[config.mk]
export PLATFORM = sky130hd
export DESIGN_NAME = keyed_list_with_free_slots_core
export DESIGN_NICKNAME = d
export VERILOG_FILES = /design/src/sv/klfs_pkg.sv /design/src/sv/klfs_ctrl.sv /design/src/sv/klfs_datapath.sv /design/src/sv/keyed_list_with_free_slots_core.sv
export SDC_FILE = /design/constraint.sdc
export NUM_CORES = 1
export LEC_CHECK = 0
export BUFFER_PORTS_ARGS = -buffer_cell sky130_fd_sc_hd__buf_2
export CORE_MARGIN = 8
export CORE_UTILIZATION = 59
export DETAILED_ROUTE_END_ITERATION = 12
export PLACE_DENSITY = 0.86
export SLEW_MARGIN = 20
export SYNTH_ARGS = -nofsm -noshare
export SYNTH_HDL_FRONTEND = slang
export SYNTH_SLANG_ARGS = --single-unit
[constraint.sdc]
create_clock -name clock -period 6.8 [get_ports clock]
set_input_delay 1.36 -clock clock [delete_from_list [all_inputs] [get_ports clock]]
set_output_delay 1.36 -clock clock [all_outputs]
set_load 0.05 [all_outputs]
[src/sv/klfs_pkg.sv]
// Types and constants shared by the keyed list blocks.
package klfs_pkg;

   localparam logic [2:0] CMD_INSERT = 3'd0;
   localparam logic [2:0] CMD_DELETE = 3'd1;
   localparam logic [2:0] CMD_LIST   = 3'd2;
   localparam logic [2:0] CMD_YEAR   = 3'd3;
   localparam logic [2:0] CMD_COURSE = 3'd4;
   localparam logic [2:0] CMD_SEX    = 3'd5;

   localparam logic [2:0] RSP_ADDED     = 3'd0;
   localparam logic [2:0] RSP_DUPLICATE = 3'd1;
   localparam logic [2:0] RSP_FULL      = 3'd2;
   localparam logic [2:0] RSP_DELETED   = 3'd3;
   localparam logic [2:0] RSP_NOT_FOUND = 3'd4;
   localparam logic [2:0] RSP_EMPTY     = 3'd5;
   localparam logic [2:0] RSP_RECORD    = 3'd6;
   localparam logic [2:0] RSP_NO_MATCH  = 3'd7;

   typedef struct packed {
      logic [2:0]  command;
      logic [26:0] key_id;
      logic [3:0]  year_level;
      logic        sex_code;
      logic [1:0]  course_code;
   } req_type;

   typedef struct packed {
      logic [2:0]  status;
      logic [26:0] rec_id;
      logic [3:0]  rec_year;
      logic        rec_sex;
      logic [1:0]  rec_course;
      logic [2:0]  slot;
      logic        last;
   } rsp_type;

   typedef struct packed {
      logic [26:0] key_id;
      logic [3:0]  year_level;
      logic        sex_code;
      logic [1:0]  course_code;
   } rec_type;

   typedef enum logic [1:0] {
      SRC_NONE,
      SRC_READ,
      SRC_PEND,
      SRC_INPUT
   } rsp_src_type;

   typedef enum logic {
      RD_CURSOR,
      RD_FREE
   } rd_sel_type;

   typedef enum logic [3:0] {
      S_IDLE,
      S_START,
      S_READ,
      S_CHECK,
      S_ALLOC_RD,
      S_ALLOC_WR,
      S_ALLOC_LINK,
      S_UNLINK,
      S_RELEASE,
      S_FINISH,
      S_EMIT
   } fsm_state_type;

   typedef struct packed {
      logic        cap_req;
      logic        init_walk;
      logic        rd_en;
      rd_sel_type  rd_sel;
      logic        advance;
      logic        pend_load;
      logic        alloc_take;
      logic        link_tail;
      logic        unlink;
      logic        release_slot;
      logic        rsp_load;
      logic [2:0]  rsp_status;
      rsp_src_type rsp_src;
      logic        rsp_last;
   } ctrl_cmd_type;

   typedef struct packed {
      logic [2:0] command;
      logic       head_null;
      logic       free_null;
      logic       link_null;
      logic       key_hit;
      logic       field_hit;
      logic       pend_valid;
      logic       out_free;
   } ctrl_sts_type;

endpackage

[src/sv/klfs_ctrl.sv]
// Command sequencer for the keyed list: walks, allocation, unlinking and result issue.
module klfs_ctrl (
   input  logic                   clock,
   input  logic                   reset,
   input  logic                   req_valid,
   output logic                   req_ready,
   input  klfs_pkg::ctrl_sts_type sts,
   output klfs_pkg::ctrl_cmd_type cmd
);

   klfs_pkg::fsm_state_type state_ff, state_in;
   logic [2:0]              emit_status_ff, emit_status_in;
   klfs_pkg::rsp_src_type   emit_src_ff, emit_src_in;
   logic                    is_ins, is_del, is_walk, stall;

   always_comb begin
      is_ins  = (sts.command == klfs_pkg::CMD_INSERT);
      is_del  = (sts.command == klfs_pkg::CMD_DELETE);
      is_walk = (sts.command == klfs_pkg::CMD_LIST) || (sts.command == klfs_pkg::CMD_YEAR) ||
                (sts.command == klfs_pkg::CMD_COURSE) || (sts.command == klfs_pkg::CMD_SEX);
      stall   = sts.field_hit && sts.pend_valid && !sts.out_free;
   end

   always_ff @(posedge clock) begin
      if (reset) begin
         state_ff       <= klfs_pkg::S_IDLE;
         emit_status_ff <= klfs_pkg::RSP_EMPTY;
         emit_src_ff    <= klfs_pkg::SRC_NONE;
      end else begin
         state_ff       <= state_in;
         emit_status_ff <= emit_status_in;
         emit_src_ff    <= emit_src_in;
      end
   end

   // next state
   always_comb begin
      state_in       = state_ff;
      emit_status_in = emit_status_ff;
      emit_src_in    = emit_src_ff;
      unique case (state_ff)
         klfs_pkg::S_IDLE: begin
            if (req_valid) state_in = klfs_pkg::S_START;
         end
         klfs_pkg::S_START: begin
            priority if (!(is_ins || is_del || is_walk)) begin
               state_in = klfs_pkg::S_IDLE;
            end else if (sts.head_null && is_ins) begin
               state_in = klfs_pkg::S_ALLOC_RD;
            end else if (sts.head_null) begin
               state_in       = klfs_pkg::S_EMIT;
               emit_status_in = klfs_pkg::RSP_EMPTY;
               emit_src_in    = klfs_pkg::SRC_NONE;
            end else begin
               state_in = klfs_pkg::S_READ;
            end
         end
         klfs_pkg::S_READ: begin
            state_in = klfs_pkg::S_CHECK;
         end
         klfs_pkg::S_CHECK: begin
            priority if (is_ins && sts.key_hit) begin
               state_in       = klfs_pkg::S_EMIT;
               emit_status_in = klfs_pkg::RSP_DUPLICATE;
               emit_src_in    = klfs_pkg::SRC_READ;
            end else if (is_del && sts.key_hit) begin
               state_in = klfs_pkg::S_UNLINK;
            end else if (is_walk && stall) begin
               state_in = klfs_pkg::S_CHECK;
            end else if (!sts.link_null) begin
               state_in = klfs_pkg::S_READ;
            end else if (is_ins) begin
               state_in = klfs_pkg::S_ALLOC_RD;
            end else if (is_del) begin
               state_in       = klfs_pkg::S_EMIT;
               emit_status_in = klfs_pkg::RSP_NOT_FOUND;
               emit_src_in    = klfs_pkg::SRC_NONE;
            end else begin
               state_in = klfs_pkg::S_FINISH;
            end
         end
         klfs_pkg::S_ALLOC_RD: begin
            if (sts.free_null) begin
               state_in       = klfs_pkg::S_EMIT;
               emit_status_in = klfs_pkg::RSP_FULL;
               emit_src_in    = klfs_pkg::SRC_NONE;
            end else begin
               state_in = klfs_pkg::S_ALLOC_WR;
            end
         end
         klfs_pkg::S_ALLOC_WR: begin
            state_in = klfs_pkg::S_ALLOC_LINK;
         end
         klfs_pkg::S_ALLOC_LINK: begin
            state_in       = klfs_pkg::S_EMIT;
            emit_status_in = klfs_pkg::RSP_ADDED;
            emit_src_in    = klfs_pkg::SRC_INPUT;
         end
         klfs_pkg::S_UNLINK: begin
            state_in = klfs_pkg::S_RELEASE;
         end
         klfs_pkg::S_RELEASE: begin
            state_in       = klfs_pkg::S_EMIT;
            emit_status_in = klfs_pkg::RSP_DELETED;
            emit_src_in    = klfs_pkg::SRC_READ;
         end
         klfs_pkg::S_FINISH, klfs_pkg::S_EMIT: begin
            if (sts.out_free) state_in = klfs_pkg::S_IDLE;
         end
         default: begin
            state_in = klfs_pkg::S_IDLE;
         end
      endcase
   end

   // outputs
   always_comb begin
      cmd            = '0;
      cmd.rd_sel     = klfs_pkg::RD_CURSOR;
      cmd.rsp_src    = klfs_pkg::SRC_NONE;
      cmd.rsp_status = klfs_pkg::RSP_RECORD;
      req_ready      = 1'b0;
      unique case (state_ff)
         klfs_pkg::S_IDLE: begin
            req_ready   = 1'b1;
            cmd.cap_req = req_valid;
         end
         klfs_pkg::S_START: begin
            cmd.init_walk = 1'b1;
         end
         klfs_pkg::S_READ: begin
            cmd.rd_en = 1'b1;
         end
         klfs_pkg::S_CHECK: begin
            if (is_walk) begin
               if (!stall) begin
                  cmd.advance   = 1'b1;
                  cmd.pend_load = sts.field_hit;
                  if (sts.field_hit && sts.pend_valid) begin
                     cmd.rsp_load   = 1'b1;
                     cmd.rsp_status = klfs_pkg::RSP_RECORD;
                     cmd.rsp_src    = klfs_pkg::SRC_PEND;
                     cmd.rsp_last   = 1'b0;
                  end
               end
            end else begin
               cmd.advance = !sts.key_hit;
            end
         end
         klfs_pkg::S_ALLOC_RD: begin
            cmd.rd_en  = !sts.free_null;
            cmd.rd_sel = klfs_pkg::RD_FREE;
         end
         klfs_pkg::S_ALLOC_WR: begin
            cmd.alloc_take = 1'b1;
         end
         klfs_pkg::S_ALLOC_LINK: begin
            cmd.link_tail = 1'b1;
         end
         klfs_pkg::S_UNLINK: begin
            cmd.unlink = 1'b1;
         end
         klfs_pkg::S_RELEASE: begin
            cmd.release_slot = 1'b1;
         end
         klfs_pkg::S_FINISH: begin
            cmd.rsp_load = sts.out_free;
            cmd.rsp_last = 1'b1;
            if (sts.pend_valid) begin
               cmd.rsp_status = klfs_pkg::RSP_RECORD;
               cmd.rsp_src    = klfs_pkg::SRC_PEND;
            end else begin
               cmd.rsp_status = klfs_pkg::RSP_NO_MATCH;
               cmd.rsp_src    = klfs_pkg::SRC_NONE;
            end
         end
         klfs_pkg::S_EMIT: begin
            cmd.rsp_load   = sts.out_free;
            cmd.rsp_last   = 1'b1;
            cmd.rsp_status = emit_status_ff;
            cmd.rsp_src    = emit_src_ff;
         end
         default: begin
            cmd.rsp_load = 1'b0;
         end
      endcase
   end

endmodule

[src/sv/klfs_datapath.sv]
// Slot stores, list and free pointers, walk cursor, pending match and result register.
module klfs_datapath #(
   parameter int SLOTS = 8
) (
   input  logic                   clock,
   input  logic                   reset,
   input  klfs_pkg::req_type      req_data,
   input  klfs_pkg::ctrl_cmd_type cmd,
   output klfs_pkg::ctrl_sts_type sts,
   input  logic                   rsp_ready,
   output logic                   rsp_valid,
   output klfs_pkg::rsp_type      rsp_data
);

   localparam int SW = $clog2(SLOTS);

   typedef logic [SW:0] ptr_type;

   localparam ptr_type PTR_NULL   = {1'b1, {SW{1'b0}}};
   localparam ptr_type FREE_RESET = {1'b0, SW'(SLOTS - 1)};

   klfs_pkg::req_type req_ff;
   ptr_type           cur_ff, cur_in, prev_ff, prev_in;
   ptr_type           head_ff, head_in, free_ff, free_in;
   ptr_type           link_rd_ff, link_dflt;
   klfs_pkg::rec_type rec_rd_ff;
   klfs_pkg::rec_type rec_mem_ff [SLOTS];
   ptr_type           link_mem_ff [SLOTS];
   logic [SLOTS-1:0]  link_vld_ff;
   logic              pend_valid_ff, pend_valid_in;
   klfs_pkg::rec_type pend_rec_ff;
   ptr_type           pend_slot_ff;
   klfs_pkg::rsp_type rsp_ff, rsp_in;
   logic              rsp_valid_ff, rsp_valid_in;
   logic [SW-1:0]     rd_idx, link_wa;
   logic              link_we;
   ptr_type           link_wd;

   always_ff @(posedge clock) begin
      if (cmd.cap_req) req_ff <= req_data;
   end

   // read port
   always_comb begin
      rd_idx    = (cmd.rd_sel == klfs_pkg::RD_FREE) ? free_ff[SW-1:0] : cur_ff[SW-1:0];
      link_dflt = (rd_idx == '0) ? PTR_NULL : {1'b0, rd_idx - SW'(1)};
   end

   always_ff @(posedge clock) begin
      if (cmd.rd_en) begin
         rec_rd_ff  <= rec_mem_ff[rd_idx];
         link_rd_ff <= link_vld_ff[rd_idx] ? link_mem_ff[rd_idx] : link_dflt;
      end
   end

   always_ff @(posedge clock) begin
      if (cmd.alloc_take) begin
         rec_mem_ff[free_ff[SW-1:0]] <= '{key_id:      req_ff.key_id,
                                          year_level:  req_ff.year_level,
                                          sex_code:    req_ff.sex_code,
                                          course_code: req_ff.course_code};
      end
   end

   // link write port
   always_comb begin
      link_we = 1'b0;
      link_wa = '0;
      link_wd = PTR_NULL;
      priority if (cmd.alloc_take) begin
         link_we = 1'b1;
         link_wa = free_ff[SW-1:0];
         link_wd = PTR_NULL;
      end else if (cmd.link_tail && !head_ff[SW]) begin
         link_we = 1'b1;
         link_wa = prev_ff[SW-1:0];
         link_wd = cur_ff;
      end else if (cmd.unlink && !prev_ff[SW]) begin
         link_we = 1'b1;
         link_wa = prev_ff[SW-1:0];
         link_wd = link_rd_ff;
      end else if (cmd.release_slot) begin
         link_we = 1'b1;
         link_wa = cur_ff[SW-1:0];
         link_wd = free_ff;
      end else begin
         link_we = 1'b0;
      end
   end

   always_ff @(posedge clock) begin
      if (link_we) link_mem_ff[link_wa] <= link_wd;
   end

   always_ff @(posedge clock) begin
      if (reset) begin
         link_vld_ff <= '0;
      end else if (link_we) begin
         link_vld_ff[link_wa] <= 1'b1;
      end
   end

   // pointers
   always_comb begin
      cur_in  = cur_ff;
      prev_in = prev_ff;
      head_in = head_ff;
      free_in = free_ff;
      if (cmd.init_walk) begin
         cur_in  = head_ff;
         prev_in = PTR_NULL;
      end
      if (cmd.advance) begin
         prev_in = cur_ff;
         cur_in  = link_rd_ff;
      end
      if (cmd.alloc_take) begin
         cur_in  = free_ff;
         free_in = link_rd_ff;
      end
      if (cmd.link_tail && head_ff[SW]) head_in = cur_ff;
      if (cmd.unlink && prev_ff[SW]) head_in = link_rd_ff;
      if (cmd.release_slot) free_in = cur_ff;
   end

   always_ff @(posedge clock) begin
      if (reset) begin
         cur_ff  <= PTR_NULL;
         prev_ff <= PTR_NULL;
         head_ff <= PTR_NULL;
         free_ff <= FREE_RESET;
      end else begin
         cur_ff  <= cur_in;
         prev_ff <= prev_in;
         head_ff <= head_in;
         free_ff <= free_in;
      end
   end

   // pending match
   always_comb begin
      pend_valid_in = pend_valid_ff;
      if (cmd.init_walk) pend_valid_in = 1'b0;
      if (cmd.pend_load) pend_valid_in = 1'b1;
   end

   always_ff @(posedge clock) begin
      if (reset) begin
         pend_valid_ff <= 1'b0;
      end else begin
         pend_valid_ff <= pend_valid_in;
      end
   end

   always_ff @(posedge clock) begin
      if (cmd.pend_load) begin
         pend_rec_ff  <= rec_rd_ff;
         pend_slot_ff <= cur_ff;
      end
   end

   // result register
   always_comb begin
      rsp_in        = '0;
      rsp_in.status = cmd.rsp_status;
      rsp_in.last   = cmd.rsp_last;
      unique case (cmd.rsp_src)
         klfs_pkg::SRC_READ: begin
            rsp_in.rec_id     = rec_rd_ff.key_id;
            rsp_in.rec_year   = rec_rd_ff.year_level;
            rsp_in.rec_sex    = rec_rd_ff.sex_code;
            rsp_in.rec_course = rec_rd_ff.course_code;
            rsp_in.slot       = 3'(cur_ff[SW-1:0]);
         end
         klfs_pkg::SRC_PEND: begin
            rsp_in.rec_id     = pend_rec_ff.key_id;
            rsp_in.rec_year   = pend_rec_ff.year_level;
            rsp_in.rec_sex    = pend_rec_ff.sex_code;
            rsp_in.rec_course = pend_rec_ff.course_code;
            rsp_in.slot       = 3'(pend_slot_ff[SW-1:0]);
         end
         klfs_pkg::SRC_INPUT: begin
            rsp_in.rec_id     = req_ff.key_id;
            rsp_in.rec_year   = req_ff.year_level;
            rsp_in.rec_sex    = req_ff.sex_code;
            rsp_in.rec_course = req_ff.course_code;
            rsp_in.slot       = 3'(cur_ff[SW-1:0]);
         end
         default: begin
            rsp_in.slot = '0;
         end
      endcase
      rsp_valid_in = cmd.rsp_load | (rsp_valid_ff & ~rsp_ready);
   end

   always_ff @(posedge clock) begin
      if (reset) begin
         rsp_valid_ff <= 1'b0;
      end else begin
         rsp_valid_ff <= rsp_valid_in;
      end
   end

   always_ff @(posedge clock) begin
      if (cmd.rsp_load) rsp_ff <= rsp_in;
   end

   assign rsp_valid = rsp_valid_ff;
   assign rsp_data  = rsp_ff;

   // status to the sequencer
   always_comb begin
      sts            = '0;
      sts.command    = req_ff.command;
      sts.head_null  = head_ff[SW];
      sts.free_null  = free_ff[SW];
      sts.link_null  = link_rd_ff[SW];
      sts.key_hit    = (rec_rd_ff.key_id == req_ff.key_id);
      sts.pend_valid = pend_valid_ff;
      sts.out_free   = ~rsp_valid_ff | rsp_ready;
      unique case (req_ff.command)
         klfs_pkg::CMD_LIST:   sts.field_hit = 1'b1;
         klfs_pkg::CMD_YEAR:   sts.field_hit = (rec_rd_ff.year_level == req_ff.year_level);
         klfs_pkg::CMD_COURSE: sts.field_hit = (rec_rd_ff.course_code == req_ff.course_code);
         klfs_pkg::CMD_SEX:    sts.field_hit = (rec_rd_ff.sex_code == req_ff.sex_code);
         default:              sts.field_hit = 1'b0;
      endcase
   end

endmodule

[src/sv/keyed_list_with_free_slots_core.sv]
// Keyed record list over a fixed slot store, with a free-slot chain: top level.
//
// One command is taken at a time; req_ready is high only while no command is in progress,
// although a last result may still sit in the output register. Each visited list slot
// takes a registered read of the record and link stores (S_READ), then the compare
// (S_CHECK), where a filter waits while a new match finds a held one and a busy output
// register. An insert of a new key then allocates a slot (S_ALLOC_RD finds the store full or
// reads the free head, S_ALLOC_WR writes the record, S_ALLOC_LINK links it at the tail), a delete
// unlinks and releases the slot, and rsp_ready may hold off any result. A filter holds each
// matching record until the next match or the end of the walk, so it can mark the final one.
// Codes 6 and 7 are accepted and dropped without a result. No clearing pass is needed after
// reset: link entries carry a written flag, and unwritten ones read as their reset chain.
module keyed_list_with_free_slots_core #(
   parameter int SLOTS = 8
) (
   input  logic              clock,
   input  logic              reset,
   input  logic              req_valid,
   output logic              req_ready,
   input  klfs_pkg::req_type req_data,
   output logic              rsp_valid,
   input  logic              rsp_ready,
   output klfs_pkg::rsp_type rsp_data
);

   klfs_pkg::ctrl_cmd_type cmd;
   klfs_pkg::ctrl_sts_type sts;

   klfs_ctrl u_ctrl (
      .clock     (clock),
      .reset     (reset),
      .req_valid (req_valid),
      .req_ready (req_ready),
      .sts       (sts),
      .cmd       (cmd)
   );

   klfs_datapath #(
      .SLOTS (SLOTS)
   ) u_datapath (
      .clock     (clock),
      .reset     (reset),
      .req_data  (req_data),
      .cmd       (cmd),
      .sts       (sts),
      .rsp_ready (rsp_ready),
      .rsp_valid (rsp_valid),
      .rsp_data  (rsp_data)
   );

endmodule
==> run summary <==
EDFF count, synth -> 457
Clock sink count -> 492
Final wirelength -> 47.8 mm
Synth top area share -> 0.691
Synthesized-area fraction occupied by adder cells -> 0.00176
Clock transition at path regs -> 60 ps
Top cells by area, synth -> edfxtp_1 69%, nand2_1 6.7%, dfxtp_1 3.5%, mux2i_1 2.2%, nand3_1 2.2%
Area Overhead vs Synth -> 12.8%
Worst stage delay on the critical path -> 820 ps
Post-layout min period -> 3930 ps
Yosys reg bits -> 492
Initial DRC Count -> 1701
Final net count -> 1581
Critical path cell sequence -> nor4b_4, mux2i_4, buf_4, nand2_1, and3_1, a311oi_1, a31o_2
Most frequent cells after synthesis -> 457 x edfxtp_1, 352 x nand2_1, 87 x nand3_1, 56 x clkbuf_1, 51 x nor2_1
Post-synthesis mux area share -> 0.0278
Max cap viols -> 0
Syn Std Cell Area -> 19900 um^2
CTS max path bufs -> 3
First drt pass iteration count -> 7
Final Wtd Congestion -> 0.815
Final hold violation count -> 0
Hold EP -> u_ctrl.emit_status_ff[1]$_SDFFE_PP0P_
Async set-reset flop share out of synthesis -> 0
Compound-Gate Fraction of Synth Area -> 0.0782
Main synth FF type -> edfxtp_1
WL/cell -> 23.6 um
Worst Hold Launch -> u_ctrl.emit_status_ff[1]$_SDFFE_PP0P_
Pins Over Slew Limit -> 0
Clock Skews -> 14.8 ps
TritonCTS Buffers -> 48
Port Buffer Count -> 83
WHS Path Cells -> 2
Row Count -> 67
Crit share post-route -> 0.578
Slew HR -> 0.275
# fillers -> 2146
Vias in the first global route -> 12900
Internal reg-to-reg setup slack -> 2870 ps
Syn Nets -> 1513
CP bufs+invs -> 1
Reg2reg start -> u_ctrl.state_ff[2]$_SDFFE_PP0P_
Postcts setup bufs -> 0
Tightest Pin Transition -> 1080 ps
Number of gates resized after CTS -> 0
Syn Area/Cell -> 13.5 um^2
Initial core utilization -> 0.595
Crit-path max FO -> 80
TritonCTS clock tree -> done
Leak -> 7.81 nW
Die ar. -> 39800 um^2
Layout cells sized above 1 -> 0.152
Chip Height -> 199 um
Skew-Pair Late Insertion Delay -> 570 ps
WP depth -> 7
Cts-stage hold buffer count -> 0
GR Overflow Total -> 0
Drc violations -> 0
Crit path kind -> reg -> reg
Largest family of logic cells by synthesized area -> simple AND/OR/NAND/NOR gates
Netlist cell types -> 54
Dpl hpwl -> 25.8 mm
CP delay by family, top -> simple AND/OR/NAND/NOR gates
Max Fclk -> 254 MHz
Fin area -> 22400 um^2
Via density -> 6.42
Largest net degree at the start of global routing -> 81
Crit path DAT -> 4360 ps
Post-Synth XOR/XNOR Area -> 0.0150
I/O pins -> 84
Worst-case reg-to-reg path depth -> 7
Total track usage -> 0.239
Detail Route Antenna Nets -> 0
Max stage delay cell, worst path -> nor4b_4
Die X -> 199 um
Post-Route Setup TNS -> 0 ps
Power Dens Cells -> 362 nW/um^2
Worst hold path type -> reg -> reg
Post-synthesis simple-gate area fraction -> 0.130
H-tree Lvls -> 2
Initial antenna violation count -> 1
Placed Area -> 20800 um^2
Leading cell type by number of instances after synthesis -> edfxtp_1
Status -> completed
Critical path required time -> 7230 ps
Post-synthesis sequential area ratio -> 0.726
Setup crit start kind -> register
Core area -> 33400 um^2
Peak supply drop -> 211 uV
Syn. warnings -> 0
Worst r2r dst -> u_datapath.rec_rd_ff[30]$_DFFE_PP_
CTS root buffer -> clkbuf_16
Biggest area consumer among synthesized cells -> edfxtp_1
Via count -> 13000
First-pass GRT wire length -> 72.8 mm
Synthesized netlist cell count -> 1470
Final Setup Violations -> 0
RSZ-0062 raised after global routing -> no
Critical path capture point type -> register
==> layer usage <==
layer  wire [um]  up-vias  GRT usage
met5           0        -          0
met4        1580        0     0.0932
met3        5450      142     0.0487
met2       22800      917      0.388
met1       17900     6297      0.317
li1            -     5624          -
==> power breakdown <==
part	internal [mW]	switching, mW
clock network	1.60	1.10
logic	0.434	0.931
registers	3.71	0.319
==> stage by stage <==
stage	hold slack, ps	instances	setup WS (ps)	utilization	total power, mW
2_1_floorplan	406	1470	1620	-	4.93
3_3_place_gp	446	1936	3090	0.623	5.34
3_5_place_dp	456	1936	3020	0.623	5.40
4_1_cts	464	2022	2950	0.671	8.09
5_1_grt	493	2022	2650	0.671	8.36
6_report	461	2023	2870	0.671	8.11
==> cell usage in the layout (no fill, tap or decap), types with 13 or more instances in the layout <==
| cell type | netlist | routed |
|---|---|---|
| a31o_2 | 37 | 37 |
| and3_1 | 40 | 40 |
| nand3_1 | 87 | 86 |
| nand2_1 | 352 | 352 |
| nor2_1 | 51 | 46 |
| edfxtp_1 | 457 | 457 |
| dfxtp_1 | 35 | 35 |
| inv_1 | 13 | 13 |
| buf_4 | 3 | 24 |
| buf_2 | 23 | 83 |
| a311oi_1 | 41 | 41 |
| o21ai_0 | 16 | 16 |
| clkbuf_16 | 0 | 49 |
| o2bb2ai_1 | 35 | 35 |
| xnor2_1 | 30 | 30 |
| a21oi_1 | 27 | 27 |
| mux2i_1 | 44 | 41 |
==> registers in the layout, summed over array words and instances (netlist names) <==
| register | cells |
|---|---|
| u_datapath.req_ff | 34 |
| u_datapath.prev_ff | 4 |
| u_datapath.link_vld_ff | 8 |
| u_datapath.link_rd_ff | 4 |
| u_datapath.link_mem_ff | 32 |
| u_datapath.free_ff | 4 |
| u_datapath.rec_rd_ff | 34 |
| u_ctrl.emit_status_ff | 3 |
| u_datapath.rsp_data | 41 |
| u_datapath.pend_valid_ff | 1 |
| u_datapath.pend_slot_ff | 3 |
| u_datapath.rsp_valid | 1 |
| u_datapath.sts | 3 |
| u_ctrl.state_ff | 4 |
| u_ctrl.emit_src_ff | 2 |
| u_datapath.rec_mem_ff | 272 |
| u_datapath.head_ff | 4 |
| u_datapath.cur_ff | 4 |
| u_datapath.pend_rec_ff | 34 |
==> worst max path at each step <==
stage | startpoint | slack (ps) | endpoint
2_1_floorplan | u_ctrl.state_ff[0]$_SDFFE_PP0P_ | 1620 | u_datapath.rec_mem_ff[0][0]$_DFFE_PP_
3_3_place_gp | u_ctrl.state_ff[2]$_SDFFE_PP0P_ | 3090 | u_datapath.link_rd_ff[2]$_DFFE_PP_
3_5_place_dp | u_ctrl.state_ff[2]$_SDFFE_PP0P_ | 3020 | u_datapath.rec_rd_ff[28]$_DFFE_PP_
4_1_cts | u_ctrl.state_ff[2]$_SDFFE_PP0P_ | 2950 | u_datapath.rec_rd_ff[30]$_DFFE_PP_
5_1_grt | u_ctrl.state_ff[2]$_SDFFE_PP0P_ | 2650 | u_datapath.rec_rd_ff[21]$_DFFE_PP_
6_report | u_ctrl.state_ff[2]$_SDFFE_PP0P_ | 2870 | u_datapath.rec_rd_ff[30]$_DFFE_PP_
==> kinds of logic after synthesis <==
| kind of cell | after synthesis |
|---|---|
| and+or+nand+nor | 588 |
| DFF | 492 |
| AOI/OAI and AO/OA | 199 |
| buffers and inverters | 103 |
| muxes | 51 |
| xor gates and xnor gates | 34 |
| adders and majority gates | 3 |
==> cell type report <==
| type | instances | area (um^2) | share of cell area |
|---|---|---|---|
| flip-flops and latches | 492 | 14400 | 0.644 |
| well taps | 448 | 561 | 0.0250 |
| diodes | 1 | 2.50 | 0.000112 |
| inverters | 14 | 52.6 | 0.00235 |
| multi-input cells | 875 | 5150 | 0.230 |
| clock buffers | 59 | 1270 | 0.0569 |
| repair buffers | 107 | 596 | 0.0266 |
| clock inverters | 27 | 335 | 0.0150 |
==> worst register-to-register path, delay by kind of cell, from the launching register on <==
kind | cells | cell delay [ps]
AO/OA/AOI/OAI | 2 | 520
buffers and inverters | 1 | 790
flip-flops | 1 | 610
multiplexers | 1 | 690
AND/OR/NAND/NOR | 3 | 1170
Power figures use the tool's default switching activity.
